--- src/hw/rtl/srec_pkg.sv ---
// Shared types and constants of the S-record stream loader.
// Used by srec_classify, srec_queue, srec_exec and srecord_stream_loader.
package srec_pkg;

	typedef enum logic [1:0] {
		CH_DIGIT,
		CH_START,
		CH_EOL,
		CH_BAD
	} char_class_t;

	typedef enum logic [2:0] {
		PH_IDLE,
		PH_TYPE,
		PH_COUNT,
		PH_ADDR,
		PH_DROP,
		PH_LOAD,
		PH_CSUM
	} phase_t;

	localparam logic [2:0] ST_OK          = 3'd0;
	localparam logic [2:0] ST_NO_START    = 3'd1;
	localparam logic [2:0] ST_BAD_CHAR    = 3'd2;
	localparam logic [2:0] ST_CSUM_ERR    = 3'd3;
	localparam logic [2:0] ST_UNSUPPORTED = 3'd4;
	localparam logic [2:0] ST_EOF         = 3'd5;

	localparam logic [7:0] CHAR_S  = 8'h53;
	localparam logic [7:0] CHAR_CR = 8'h0d;
	localparam logic [7:0] CHAR_LF = 8'h0a;
	localparam logic [7:0] CHAR_AT = 8'h40;
	localparam logic [7:0] CHAR_7  = 8'h37;
	localparam logic [7:0] CHAR_0  = 8'h30;

	typedef struct packed {
		char_class_t cls;
		logic [7:0]  nib;
		logic [7:0]  typ;
	} item_t;

	function automatic logic [2:0] addr_len(input logic [3:0] rt);
		logic [2:0] n;
		unique case (rt)
			4'd0, 4'd1, 4'd5, 4'd9: n = 3'd2;
			4'd2, 4'd8:             n = 3'd3;
			4'd3, 4'd7:             n = 3'd4;
			default:                n = 3'd2;
		endcase
		return n;
	endfunction

	function automatic logic is_start_type(input logic [3:0] rt);
		return (rt >= 4'd7) && (rt <= 4'd9);
	endfunction

endpackage

--- src/hw/rtl/srecord_stream_loader.sv ---
// Top level of the S-record stream loader: classifier, queue and record engine.
// Depends on srec_pkg, srec_classify, srec_queue and srec_exec.
//
//   channel  handshake              word
//   in       in_valid / in_stall    char_in
//   out      out_valid / out_stall  status, write_valid, write_address,
//                                   write_data, start_address
//
// One character per cycle sustained while out_stall is low; each word is written into the
// queue when taken, then popped into the engine's output register.
// The record engine updates its state once per popped word.
// in_stall rises only when the two-entry queue is full.
// Reset clears the record state, the queue and the output valid.
module srecord_stream_loader (
	input  logic        clk,
	input  logic        arst_n,
	input  logic        in_valid,
	output logic        in_stall,
	input  logic [7:0]  char_in,
	output logic        out_valid,
	input  logic        out_stall,
	output logic [2:0]  status,
	output logic        write_valid,
	output logic [31:0] write_address,
	output logic [7:0]  write_data,
	output logic [31:0] start_address
);

	srec_pkg::item_t cls_item;
	srec_pkg::item_t head;
	logic            q_full;
	logic            head_valid;
	logic            pop;
	logic            push;

	assign push     = in_valid && !q_full;
	assign in_stall = q_full;

	srec_classify u_classify (
		.char_in (char_in),
		.item    (cls_item)
	);

	srec_queue u_queue (
		.clk        (clk),
		.arst_n     (arst_n),
		.push       (push),
		.din        (cls_item),
		.full       (q_full),
		.head_valid (head_valid),
		.dout       (head),
		.pop        (pop)
	);

	srec_exec u_exec (
		.clk           (clk),
		.arst_n        (arst_n),
		.head_valid    (head_valid),
		.head          (head),
		.pop           (pop),
		.out_valid     (out_valid),
		.out_stall     (out_stall),
		.status        (status),
		.write_valid   (write_valid),
		.write_address (write_address),
		.write_data    (write_data),
		.start_address (start_address)
	);

	a_write_ok: assert property (@(posedge clk) disable iff (!arst_n)
		(out_valid && write_valid) |-> (status == srec_pkg::ST_OK))
		else $error("write word carries a non-ok status");

	a_write_zero: assert property (@(posedge clk) disable iff (!arst_n)
		(out_valid && !write_valid) |-> (write_address == 32'd0 && write_data == 8'd0))
		else $error("idle write fields not zero");

	a_pop_held: assert property (@(posedge clk) disable iff (!arst_n)
		(out_valid && out_stall) |-> !pop)
		else $error("engine advanced while output stalled");

	a_start_stable: assert property (@(posedge clk) disable iff (!arst_n)
		!pop |=> $stable(start_address))
		else $error("start address moved without a word");

endmodule

--- src/hw/rtl/srec_classify.sv ---
// Front end: sorts each incoming character and decodes its digit values.
// Depends on srec_pkg.
module srec_classify (
	input  logic [7:0]     char_in,
	output srec_pkg::item_t item
);

	logic [7:0] c;

	assign c = char_in;

	always_comb begin
		priority if (c == srec_pkg::CHAR_S) begin
			item.cls = srec_pkg::CH_START;
		end else if (c == srec_pkg::CHAR_CR || c == srec_pkg::CHAR_LF) begin
			item.cls = srec_pkg::CH_EOL;
		end else if ((c >= 8'h61 && c <= 8'h7a) || (c >= 8'h47 && c <= 8'h52) ||
			(c >= 8'h54 && c <= 8'h5a)) begin
			item.cls = srec_pkg::CH_BAD;
		end else begin
			item.cls = srec_pkg::CH_DIGIT;
		end
		item.nib = (c > srec_pkg::CHAR_AT) ? (c - srec_pkg::CHAR_7) : (c - srec_pkg::CHAR_0);
		item.typ = c - srec_pkg::CHAR_0;
	end

endmodule

--- src/hw/rtl/srec_queue.sv ---
// Two-entry queue between the classifier and the record engine.
// Depends on srec_pkg.
module srec_queue (
	input  logic            clk,
	input  logic            arst_n,
	input  logic            push,
	input  srec_pkg::item_t din,
	output logic            full,
	output logic            head_valid,
	output srec_pkg::item_t dout,
	input  logic            pop
);

	srec_pkg::item_t entry0_q, entry1_q;
	logic            wr_ptr_q, rd_ptr_q;
	logic [1:0]      count_q;

	assign full       = (count_q == 2'd2);
	assign head_valid = (count_q != 2'd0);
	assign dout       = rd_ptr_q ? entry1_q : entry0_q;

	always_ff @(posedge clk or negedge arst_n) begin
		if (!arst_n) begin
			wr_ptr_q <= 1'b0;
			rd_ptr_q <= 1'b0;
			count_q  <= 2'd0;
		end else begin
			if (push) begin
				wr_ptr_q <= ~wr_ptr_q;
			end
			if (pop) begin
				rd_ptr_q <= ~rd_ptr_q;
			end
			unique case ({push, pop})
				2'b10:   count_q <= count_q + 2'd1;
				2'b01:   count_q <= count_q - 2'd1;
				default: count_q <= count_q;
			endcase
		end
	end

	always_ff @(posedge clk) begin
		if (push && !wr_ptr_q) begin
			entry0_q <= din;
		end
		if (push && wr_ptr_q) begin
			entry1_q <= din;
		end
	end

endmodule

--- src/hw/rtl/srec_exec.sv ---
// Back end: record state machine, checksum, address counter and output register.
// Depends on srec_pkg.
module srec_exec (
	input  logic            clk,
	input  logic            arst_n,
	input  logic            head_valid,
	input  srec_pkg::item_t head,
	output logic            pop,
	output logic            out_valid,
	input  logic            out_stall,
	output logic [2:0]      status,
	output logic            write_valid,
	output logic [31:0]     write_address,
	output logic [7:0]      write_data,
	output logic [31:0]     start_address
);

	srec_pkg::phase_t phase_q, phase_d;
	logic [3:0]  rt_q, rt_d;
	logic [7:0]  count_q, count_d;
	logic [7:0]  seen_q, seen_d;
	logic [2:0]  left_q, left_d;
	logic [7:0]  sum_q, sum_d;
	logic [31:0] la_q, la_d;
	logic [7:0]  hi_q, hi_d;
	logic        nsel_q, nsel_d;
	logic [31:0] start_q, start_d;

	logic        out_valid_q;
	logic [2:0]  status_q;
	logic        wv_q;
	logic [31:0] wa_q;
	logic [7:0]  wd_q;

	logic [2:0]  st;
	logic        wv;
	logic [31:0] wa;
	logic [7:0]  wd;

	logic [7:0]  val;
	logic [7:0]  seen_inc;
	logic        done;
	logic [2:0]  left_dec;
	logic        typ_ok;
	logic        pair_done;
	logic [31:0] la_shift;

	assign pop       = head_valid && (!out_valid_q || !out_stall);
	assign val       = {hi_q[3:0], 4'h0} + head.nib;
	assign seen_inc  = seen_q + 8'd1;
	assign done      = (seen_inc == (count_q - 8'd1));
	assign left_dec  = left_q - 3'd1;
	assign typ_ok    = (head.typ <= 8'd3) || (head.typ >= 8'd7 && head.typ <= 8'd9);
	assign pair_done = (head.cls == srec_pkg::CH_DIGIT) && nsel_q;
	assign la_shift  = {la_q[23:0], val};

	always_comb begin
		phase_d = phase_q;
		unique case (head.cls)
			srec_pkg::CH_START: phase_d = srec_pkg::PH_TYPE;
			srec_pkg::CH_EOL:   phase_d = srec_pkg::PH_IDLE;
			srec_pkg::CH_BAD:   phase_d = phase_q;
			srec_pkg::CH_DIGIT: begin
				if (phase_q == srec_pkg::PH_TYPE) begin
					phase_d = typ_ok ? srec_pkg::PH_COUNT : srec_pkg::PH_IDLE;
				end else if (pair_done) begin
					unique case (phase_q)
						srec_pkg::PH_COUNT: phase_d = srec_pkg::PH_ADDR;
						srec_pkg::PH_ADDR: begin
							if (left_dec == 3'd0) begin
								if (srec_pkg::is_start_type(rt_q) || done) begin
									phase_d = srec_pkg::PH_CSUM;
								end else if (rt_q == 4'd0) begin
									phase_d = srec_pkg::PH_DROP;
								end else begin
									phase_d = srec_pkg::PH_LOAD;
								end
							end else if (done) begin
								phase_d = srec_pkg::PH_CSUM;
							end
						end
						srec_pkg::PH_DROP, srec_pkg::PH_LOAD: begin
							if (done) begin
								phase_d = srec_pkg::PH_CSUM;
							end
						end
						srec_pkg::PH_CSUM: phase_d = srec_pkg::PH_IDLE;
						default:           phase_d = phase_q;
					endcase
				end
			end
			default: phase_d = phase_q;
		endcase
	end

	always_comb begin
		rt_d    = rt_q;
		count_d = count_q;
		seen_d  = seen_q;
		left_d  = left_q;
		sum_d   = sum_q;
		la_d    = la_q;
		hi_d    = hi_q;
		nsel_d  = nsel_q;
		start_d = start_q;
		st      = srec_pkg::ST_OK;
		wv      = 1'b0;
		wa      = 32'd0;
		wd      = 8'd0;
		unique case (head.cls)
			srec_pkg::CH_START, srec_pkg::CH_EOL: nsel_d = 1'b0;
			srec_pkg::CH_BAD:                     st = srec_pkg::ST_BAD_CHAR;
			srec_pkg::CH_DIGIT: begin
				if (phase_q == srec_pkg::PH_IDLE) begin
					st = srec_pkg::ST_NO_START;
				end else if (phase_q == srec_pkg::PH_TYPE) begin
					if (typ_ok) begin
						rt_d  = head.typ[3:0];
						sum_d = 8'd0;
					end else begin
						st = srec_pkg::ST_UNSUPPORTED;
					end
				end else if (!nsel_q) begin
					hi_d   = head.nib;
					nsel_d = 1'b1;
				end else begin
					nsel_d = 1'b0;
					unique case (phase_q)
						srec_pkg::PH_COUNT: begin
							sum_d   = sum_q + val;
							count_d = val;
							seen_d  = 8'd0;
							left_d  = srec_pkg::addr_len(rt_q);
							la_d    = 32'd0;
						end
						srec_pkg::PH_ADDR: begin
							sum_d  = sum_q + val;
							seen_d = seen_inc;
							la_d   = la_shift;
							left_d = left_dec;
							if (left_dec == 3'd0 && srec_pkg::is_start_type(rt_q)) begin
								start_d = la_shift;
							end
						end
						srec_pkg::PH_DROP, srec_pkg::PH_LOAD: begin
							sum_d  = sum_q + val;
							seen_d = seen_inc;
							if (phase_q == srec_pkg::PH_LOAD) begin
								wv   = 1'b1;
								wa   = la_q;
								wd   = val;
								la_d = la_q + 32'd1;
							end
						end
						srec_pkg::PH_CSUM: begin
							if (~sum_q != val) begin
								st = srec_pkg::ST_CSUM_ERR;
							end else if (srec_pkg::is_start_type(rt_q)) begin
								st = srec_pkg::ST_EOF;
							end
						end
						default: st = srec_pkg::ST_OK;
					endcase
				end
			end
			default: st = srec_pkg::ST_OK;
		endcase
	end

	always_ff @(posedge clk or negedge arst_n) begin
		if (!arst_n) begin
			phase_q     <= srec_pkg::PH_IDLE;
			rt_q        <= 4'd0;
			count_q     <= 8'd0;
			seen_q      <= 8'd0;
			left_q      <= 3'd0;
			sum_q       <= 8'd0;
			la_q        <= 32'd0;
			hi_q        <= 8'd0;
			nsel_q      <= 1'b0;
			start_q     <= 32'd0;
			out_valid_q <= 1'b0;
		end else begin
			if (pop) begin
				phase_q     <= phase_d;
				rt_q        <= rt_d;
				count_q     <= count_d;
				seen_q      <= seen_d;
				left_q      <= left_d;
				sum_q       <= sum_d;
				la_q        <= la_d;
				hi_q        <= hi_d;
				nsel_q      <= nsel_d;
				start_q     <= start_d;
				out_valid_q <= 1'b1;
			end else if (!out_stall) begin
				out_valid_q <= 1'b0;
			end
		end
	end

	always_ff @(posedge clk) begin
		if (pop) begin
			status_q <= st;
			wv_q     <= wv;
			wa_q     <= wa;
			wd_q     <= wd;
		end
	end

	assign out_valid     = out_valid_q;
	assign status        = status_q;
	assign write_valid   = wv_q;
	assign write_address = wa_q;
	assign write_data    = wd_q;
	assign start_address = start_q;

endmodule
--- config.mk ---
export PLATFORM = sky130hd
export DESIGN_NAME = srecord_stream_loader
export DESIGN_NICKNAME = d
export VERILOG_FILES = /design/src/hw/rtl/srec_pkg.sv /design/src/hw/rtl/srecord_stream_loader.sv /design/src/hw/rtl/srec_classify.sv /design/src/hw/rtl/srec_queue.sv /design/src/hw/rtl/srec_exec.sv
export SDC_FILE = /design/constraint.sdc
export NUM_CORES = 1
export LEC_CHECK = 0
export ABC_CLOCK_PERIOD_IN_PS = 4250
export BUFFER_PORTS_ARGS = -buffer_cell sky130_fd_sc_hd__buf_4
export CORE_AREA = 2 2 154 156
export DETAILED_ROUTE_END_ITERATION = 8
export DIE_AREA = 0 0 156 158
export PLACE_DENSITY = 0.69
export SYNTH_ARGS = -nofsm -noshare
export SYNTH_HDL_FRONTEND = slang
export SYNTH_SLANG_ARGS = --single-unit
--- constraint.sdc ---
create_clock -name clk -period 4.25 [get_ports clk]
set_clock_uncertainty 0.1 [all_clocks]
set_input_delay 1.275 -clock clk [delete_from_list [all_inputs] [get_ports clk]]
set_output_delay 1.275 -clock clk [all_outputs]
set_load 0.005 [all_outputs]
==> results.cfg, run 1 <==
[run_status]
outcome = finished clean

[synthesis]
ys.flop_type = dfrtp_1
synth.distinct_cells = 60
synth-async-reset-ratio_pct = 57.4
synth_commonest_cells = 108 x dfrtp_1, 80 x edfxtp_1, 80 x nor2_1
synth_edf_count = 80
ys_warn_count = 0
syn_nets = 935
ys_ff_latch = 188
syn_inst = 888
post-synth-top-count-cell = dfrtp_1
yosysTopAreaCell = dfrtp_1
yosysSeqAreaShare_pct = 53.7
netlist_area_mm2 = 0.00951
netlist.area_leader.share_pct = 28.4
avgSynthCellArea_um2 = 10.7
synthTopCellsByArea = dfrtp_1 28%, edfxtp_1 25%, ha_1 4.3%

[setup_path]
crit_path_cell_trace = buf_4 -> mux2_2 -> ha_1 -> a21oi_1 -> xnor2_1 -> xor2_1 -> or3_4 -> o41ai_1 -> and3b_1
critPathMaxFanout = 17
required_ns = 4.47
crit_buf_inv = 1
critPathKind = flop to flop
cp_slowest_cell = xnor2_1
worstSetupStartpointType = flop
slowest_delay_ns = 0.74
regToRegStartpoint = u_queue.rd_ptr_q
worstPathArrival_ns = 3.75
critPathLaunch = u_queue.rd_ptr_q
critical-path-top-delay-family = XOR/XNOR gates
end_kind = flop
reg2reg_slack_ns = 0.71

[timing]
fin_ws_ns = 0.714
tns_ns = 0
setup_violations = 0
relSlewSlack_pct = 38.9
worstMarginPinSlew_ns = 0.910
period_share_pct = 83.2
period_minus_slack_ns = 3.54
rsz0062_at_grt = false
fmax_mhz = 283
finalHoldViolations = 0
slew_violations = 0

[clock_tree]
clkSinkCount = 188
cts_resized = 0
h-tree-depth = 4
cts.path.max_buffers = 2
cts_tree = yes
ctsHoldBuffers = 0
cts_setup_buffers = 0
clk_pin_slew_ns = 0.08
clk_latency_ns = 0.44
numCtsBuffers = 17
cts_root_buffer = clkbuf_16

[finish]
final_layout_size_suffix_gt1_share_pct = 16.2
seqCellArea_mm2 = 0.00510
final_cells = 1275
fillCellCount = 2115
multi_input_area_mm2 = 0.00411
nNetsFinal = 1019
diodes = 0
area_growth_pct = 17.2

[placed_design]
post-dp-hpwl_um = 15000
io_buffers = 89
dp_slack_ns = 0.770
dp_cells = 1243
gp_congestion = 0.861

[global_route]
grt_pass1_vias = 6887
track_usage_pct = 18.4
antenna_found_initial = 0
overflow = 0
grt_max_degree = 109
grt_pass1_wl_um = 35700

[floorplan]
die_h_um = 158
io-pin-count = 90
core_mm2 = 0.0231
die_x_um = 156
start_util_pct = 41.3
row_count = 56
die_area_mm2 = 0.0246

[detailed_routing]
via_count = 6995
viasPerCell = 5.49
wirelength_um = 22100
drtPass1Iterations = 4
ant_nets = 0
drc = 0
drt-wirelength-per-cell_um = 17.3
drt_iter0_drc = 426

[min_path]
min_from = u_exec.left_q[1]
min_path_type = flop to flop

[job]
drv_cap = 0

[pwr]
ir_drop_uv = 342
leakagePower_nw = 4.81
powerDensity_mw_per_mm2 = 623
report_power, final:
group          internal [mW]  total, mW  switching [mW]
clock                  0.843       1.62           0.773
combinational           1.06       2.48            1.41
sequential              2.40       2.85           0.449
through the flow:
step	util [%]	total power, mW	area [µm²]	hold WS, ns
floorplan	-	4.43	9510	0.350
global placement	45.8	5.29	10500	0.367
detailed placement	45.8	5.35	10500	0.371
CTS	48.4	6.98	11200	0.387
global route	48.4	7.36	11200	0.408
finish	48.4	6.94	11200	0.379
area by class of cell:
| cell class | instances | share of cell area (%) |
|---|---|---|
| sequential | 188 | 45.8 |
| multi-input combinational | 622 | 36.9 |
| timing repair buffer | 109 | 7.56 |
| clock buffer | 18 | 3.85 |
| tap | 290 | 3.25 |
| clock inverter | 14 | 1.56 |
| inverter | 34 | 1.14 |
state kept, by name (all words and copies together) (netlist names), 2 cells and up:
register / flops
u_queue.entry0_q: 18
u_queue.count_q: 2
u_exec.left_q: 3
u_exec.write_data: 8
u_exec.write_address: 32
u_exec.start_address: 32
u_exec.la_q: 32
u_exec.hi_q: 4
u_queue.entry1_q: 18
u_exec.count_q: 8
u_exec.sum_q: 8
u_exec.phase_q: 3
u_exec.seen_q: 8
u_exec.status: 3
u_exec.rt_q: 4
tightest hold or removal path, stage by stage (launching register included):
cell	delay, ns
dfrtp_1	0.34
nand2_1	0.04
o21ai_0	0.06
cells in the final DEF, fill, tap and decap left out, drive strengths merged, types with 33 or more instances in the layout:
cell type / instances
buf: 109
dfrtp: 108
nor2: 80
edfxtp: 80
a21oi: 65
nand2: 64
inv: 40
nand3: 38
and2: 38
mux2: 36
o21ai: 36
ha: 33
final timing paths:
kind	endpoint	cells past startpoint
worst max-delay path	u_exec.status[2]	9
worst min-delay path	u_exec.left_q[1]	2
worst max register to register	u_exec.status[2]	9
worst min register to register	u_exec.left_q[1]	2
max in group asynchronous	u_exec.phase_q[0]	2
min in group asynchronous	u_exec.start_address[25]	2
per-layer routing:
metal  vias up  GRT usage, %  wire length [µm]
li1       3373             -                 -
met1      3411          24.2              9970
met2       180          31.4             10800
met3        31          2.93              1020
met4         0          6.03               348
met5         -             0                 0
logic make-up (layout without fill, tap and decap cells):
logic type	Yosys count	after routing	synth area share, %
simple gates	307	307	16.0
fa+ha+maj	35	35	4.76
xor+xnor	42	42	3.87
buf+inv	78	175	3.25
compound gates	182	182	12.1
mux	56	56	6.37
flops	188	188	53.7
Note: power is estimated with default switching activity, not from simulation.
==> run 2: changes to the inputs <==
ABC_CLOCK_PERIOD_IN_PS = 3200   (was 4250)
PLACE_DENSITY = 0.71   (was 0.69)
clock period = 3.2 ns   (was 4.25 ns; I/O delays follow)
==> run 2 against run 1 <==
Compared with the run above: clock-buffer cell count unchanged; wire length is 0.68% lower; non-clock buffer count up 9; sequential share of layout area is 0.52 points lower; final cell count increased by 0.71%; worst hold slack improved by 0.0060 ns; clock power grew 31%; core utilization is 0.56 points higher; highest routed layer unchanged.
==> results.cfg, run 2 (synthesized netlist as in run 1, its figures left out) <==
[finish]
nNetsFinal = 1028
diodes = 0
layout_commonest_cell = buf_4
final_layout_size_suffix_gt1_share_pct = 17.5
area_growth_pct = 18.6
fillCellCount = 2077
most-common-layout-cells = 114 x buf_4, 108 x dfrtp_1, 80 x nor2_1, 80 x edfxtp_1

[setup_path]
critPathLaunch = u_queue.rd_ptr_q
regToRegStartpoint = u_queue.rd_ptr_q
crit_end = u_exec.status[2]
r2r_cells = 8
reg2reg_slack_ns = 0.16
critPathKind = flop to flop
worstSetupStartpointType = flop
required_ns = 3.40
end_kind = flop
r2r-end = u_exec.status[2]
worstPathArrival_ns = 3.24
critPathMaxFanout = 7

[clock_tree]
cts_root_buffer = clkbuf_16
clk_pin_slew_ns = 0.08
clk_latency_ns = 0.44
ctsHoldBuffers = 0
numCtsBuffers = 17
cts_tree = yes
cts_setup_buffers = 0
h-tree-depth = 4
cts.path.max_buffers = 2
clkSinkCount = 188

[placed_design]
dp_slack_ns = 0.178
post-dp-hpwl_um = 15300
gp_congestion = 0.904
io_buffers = 89

[floorplan]
die_area_mm2 = 0.0246
io-pin-count = 90
start_util_pct = 41.3
die_x_um = 156
core_mm2 = 0.0231
row_count = 56
die_h_um = 158

[global_route]
track_usage_pct = 18.7
grt_max_degree = 46
grt_pass1_wl_um = 36200
grt_pass1_vias = 6848
overflow = 0
antenna_found_initial = 1

[pwr]
ir_drop_uv = 460
total_power_mw = 9.31
powerDensity_mw_per_mm2 = 825
leakagePower_nw = 4.88

[detailed_routing]
viasPerCell = 5.53
ant_nets = 0
via_count = 7101
drt-wirelength-per-cell_um = 17.1
drtPass1Iterations = 5
wirelength_um = 22000
drt_iter0_drc = 505
drc = 0

[timing]
finalHoldViolations = 0
fin_ws_ns = 0.159
fmax_mhz = 329
setup_violations = 0
whs_ns = 0.385
rsz0062_at_grt = false
period_minus_slack_ns = 3.04
worstMarginPinSlew_ns = 0.706
period_share_pct = 95.0
relSlewSlack_pct = 53.0
slew_violations = 0

[min_path]
min_path_type = flop to flop

[run_status]
outcome = finished clean

[job]
drv_cap = 0
==> run 2: layer usage <==
metal	GRT usage [%]	routed length (µm)	vias up
met5	0	0	-
met4	5.50	350	0
met3	3.89	1310	27
met2	30.7	10600	218
met1	25.0	9710	3455
li1	-	-	3401
==> run 2: worst min path at each step <==
stage	startpoint	end	cells past startpoint	slack, ns
finish	u_exec.left_q[1]	u_exec.left_q[1]	2	0.38
global route	u_exec.start_address[16]	u_exec.start_address[16]	1	0.40
CTS	u_exec.left_q[1]	u_exec.left_q[1]	2	0.39
detailed placement	u_exec.left_q[1]	u_exec.left_q[1]	2	0.37
global placement	u_exec.left_q[1]	u_exec.left_q[1]	2	0.37
floorplan	u_exec.left_q[1]	u_exec.left_q[1]	2	0.35
==> run 2: final cells by class <==
type | instances | area, µm² | area share, %
sequential | 188 | 5100 | 45.3
tap | 290 | 363 | 3.22
multi-input combinational | 622 | 4140 | 36.7
clock inverter | 14 | 170 | 1.51
inverter | 34 | 133 | 1.18
timing repair buffer | 118 | 936 | 8.30
clock buffer | 18 | 439 | 3.89
==> run 2: worst max-delay path, stage by stage, from the launching register on <==
cell and delay [ns]:
dfrtp_1 0.37, buf_4 0.19, mux2_2 0.38, fa_2 0.46, ha_1 0.36, nand4_1 0.14, or3_4 0.41, o41ai_2 0.32
and3b_1 0.18
==> run 2: metrics by stage <==
step / instance area [µm²] / std cells / utilization, % / TNS, ns
after floorplan: 9540 / 888 / - / -0.00507
after global placement: 10700 / 1252 / 46.2 / 0
after detailed placement: 10700 / 1252 / 46.2 / 0
after CTS: 11300 / 1284 / 48.9 / 0
after global routing: 11300 / 1284 / 48.9 / 0
final: 11300 / 1284 / 48.9 / 0
==> run 2: power by group <==
part	internal, mW	switching, mW	total, mW
logic	1.51	1.90	3.41
registers	3.19	0.588	3.78
clock network	1.08	1.04	2.12
==> run 2: repair_timing <==
action / 4_1_cts / 5_1_grt
setup endpoints to repair: 0 / 2
resized for setup: 0 / 2
hold endpoints to repair: 0 / 0
==> run 3: changes to the inputs <==
MAX_ROUTING_LAYER = met4   (was not set)
PLACE_DENSITY = 0.72   (was 0.71)
SYNTH_HIERARCHICAL = 1   (was not set)
==> run 3 against run 2 <==
Compared with the run above: the flow now finishes with violations (negative setup slack); first-iteration DRC count down 0.59%; maximum frequency down 8.2%; sequential power is 14% lower; clock-buffer cell count is 1 higher; cell area is 0.65% higher; via count fell by 3.0%; sequential share of layout area fell by 0.29 points; die area stayed put; synthesized cell count shrank 2.7%; flip-flop and latch count unchanged; wire length fell by 2.0%; highest routed layer unchanged.
==> results.cfg, run 3 <==
[setup_path]
worstSetupStartpointType = flop
regToRegStartpoint = u_queue/rd_ptr_q
worstPathArrival_ns = 3.47
critical-path-top-delay-family = simple AND/OR/NAND/NOR gates
critPathKind = flop to flop
slowest_delay_ns = 0.50
end_kind = flop
cp_slowest_cell = or4_4
required_ns = 3.35
critPathMaxFanout = 3
crit_cells = 10
r2r_cells = 10
r2r-end = u_exec/status[2]
crit_buf_inv = 2
crit_path_cell_trace = buf_6 -> mux2_4 -> fa_2 -> xnor2_2 -> inv_2 -> ha_4 -> nand4_1 -> or3_4 -> or4_4 -> a2111oi_4
reg2reg_slack_ns = -0.11

[clock_tree]
clk_latency_ns = 0.44
cts_root_buffer = clkbuf_16
ctsHoldBuffers = 0
clk_pin_slew_ns = 0.07
clkSinkCount = 188
numCtsBuffers = 17
cts.path.max_buffers = 2
h-tree-depth = 4
cts_tree = yes

[synthesis]
ys.flop_type = dfrtp_1
avgSynthCellArea_um2 = 11.1
synth_commonest_cells = 108 x dfrtp_1, 92 x o21ai_0, 80 x edfxtp_1
ys_warn_count = 6
synthTopCellsByArea = dfrtp_1 28%, edfxtp_1 25%, mux2_2 6.1%
netlist_area_mm2 = 0.00956
syn_inst = 864
synth.distinct_cells = 71
post-synth-top-count-cell = dfrtp_1
synth_edf_count = 80
yosysTopAreaCell = dfrtp_1
yosysSeqAreaShare_pct = 53.4
synth-async-reset-ratio_pct = 57.4
syn_nets = 908
ys_ff_latch = 188
netlist.area_leader.share_pct = 28.3

[timing]
rsz0062_at_grt = true
relSlewSlack_pct = 21.5
worstMarginPinSlew_ns = 1.17
setup_violations = 1
finalHoldViolations = 0
slew_violations = 0
fin_ws_ns = -0.113
fmax_mhz = 302
period_share_pct = 104
whs_ns = 0.280
period_minus_slack_ns = 3.31

[detailed_routing]
via_count = 6889
drt_iter0_drc = 502
viasPerCell = 5.43
drt-wirelength-per-cell_um = 17.0
drtPass1Iterations = 7
ant_nets = 0
wirelength_um = 21500
drc = 0

[pwr]
powerDensity_mw_per_mm2 = 693
total_power_mw = 7.87
ir_drop_uv = 424
leakagePower_nw = 4.87

[floorplan]
die_area_mm2 = 0.0246
die_x_um = 156
io-pin-count = 90
core_mm2 = 0.0231
die_h_um = 158
start_util_pct = 41.5
row_count = 56

[placed_design]
dp_cells = 1234
io_buffers = 89
post-dp-hpwl_um = 14800
gp_congestion = 0.870
dp_slack_ns = -0.280

[job]
drv_cap = 0

[finish]
final_layout_size_suffix_gt1_share_pct = 25.3
diodes = 0
area_growth_pct = 18.8
final_cells = 1268
nNetsFinal = 1009
most-common-layout-cells = 126 x buf_4, 108 x dfrtp_1, 92 x o21ai_0
layout_commonest_cell = buf_4

[global_route]
grt_pass1_wl_um = 35200
overflow = 0
track_usage_pct = 18.8
antenna_found_initial = 0
grt_pass1_vias = 6848
grt_max_degree = 58

[run_status]
violations = negative setup slack
outcome = finished with violations

[min_path]
min_path_type = primary input to asynchronous set/reset pin
run 3: changes by cell type in the layout (fill, tap and decap cells not counted), sizes merged, moves of 11 or more:
| cell | previous run | this run |
|---|---|---|
| buf | 118 | 129 |
| mux2i | 20 | 1 |
| a21oi | 65 | 46 |
| nand3 | 38 | 24 |
| o21ai | 36 | 96 |
| nor2 | 80 | 52 |
| mux2 | 36 | 62 |
run 3: logic make-up (layout without fill, tap and decap cells):
logic type / Yosys count / in the layout / share of synthesized area, %
compound gates: 199 / 199 / 12.5
xor+xnor: 42 / 42 / 4.22
fa+ha+maj: 32 / 32 / 4.35
buf+inv: 80 / 194 / 3.74
flops: 188 / 188 / 53.4
mux: 63 / 63 / 7.76
simple gates: 260 / 260 / 14.0
run 3: power by group:
part | switching (mW) | total, mW | leakage [nW] | internal [mW]
Clock | 1.02 | 2.11 | 0.286 | 1.09
Sequential | 0.232 | 3.24 | 2.25 | 3.01
Combinational | 1.33 | 2.52 | 2.34 | 1.18
run 3: how the worst max path moves through the flow:
stage	from	endpoint
floorplan	u_queue/rd_ptr_q	u_exec/status[2]
global placement	u_queue/rd_ptr_q	u_exec/status[2]
detailed placement	u_queue/rd_ptr_q	u_exec/status[2]
CTS	u_queue/rd_ptr_q	u_exec/status[2]
global route	u_queue/rd_ptr_q	u_exec/status[2]
finish	u_queue/rd_ptr_q	u_exec/status[2]
run 3: metrics by stage:
step | setup TNS (ns) | instance area (µm²) | util, %
6_report | -0.113 | 11400 | 49.3
3_5_place_dp | -0.412 | 10700 | 46.3
3_3_place_gp | -0.256 | 10700 | 46.3
2_1_floorplan | -0.341 | 9570 | -
4_1_cts | -0.156 | 11300 | 49.1
5_1_grt | -0.384 | 11400 | 49.3
run 3: cell type report:
| type | count | area, µm² |
|---|---|---|
| fillers | 2012 | 11700 |
| flip-flops and latches | 188 | 5100 |
| multi-input cells | 596 | 4170 |
| repair buffers | 129 | 988 |
| clock buffers | 19 | 454 |
| well taps | 290 | 363 |
| clock inverters | 13 | 144 |
| inverters | 33 | 128 |
run 3: routing by layer:
layer	global-route usage [%]	up-vias	part of all wire (%)
li1	-	3325	-
met1	22.6	3336	43
met2	31.8	196	50
met3	3.07	32	4.6
met4	7.60	0	2.4
met5	-	-	0
run 3: what timing repair did:
action                     in CTS  in global routing
resized for setup               9                  3
pin swaps                       7                  5
setup buffers                   1                  1
setup endpoints to repair       2                  2
cloned                          0                  0
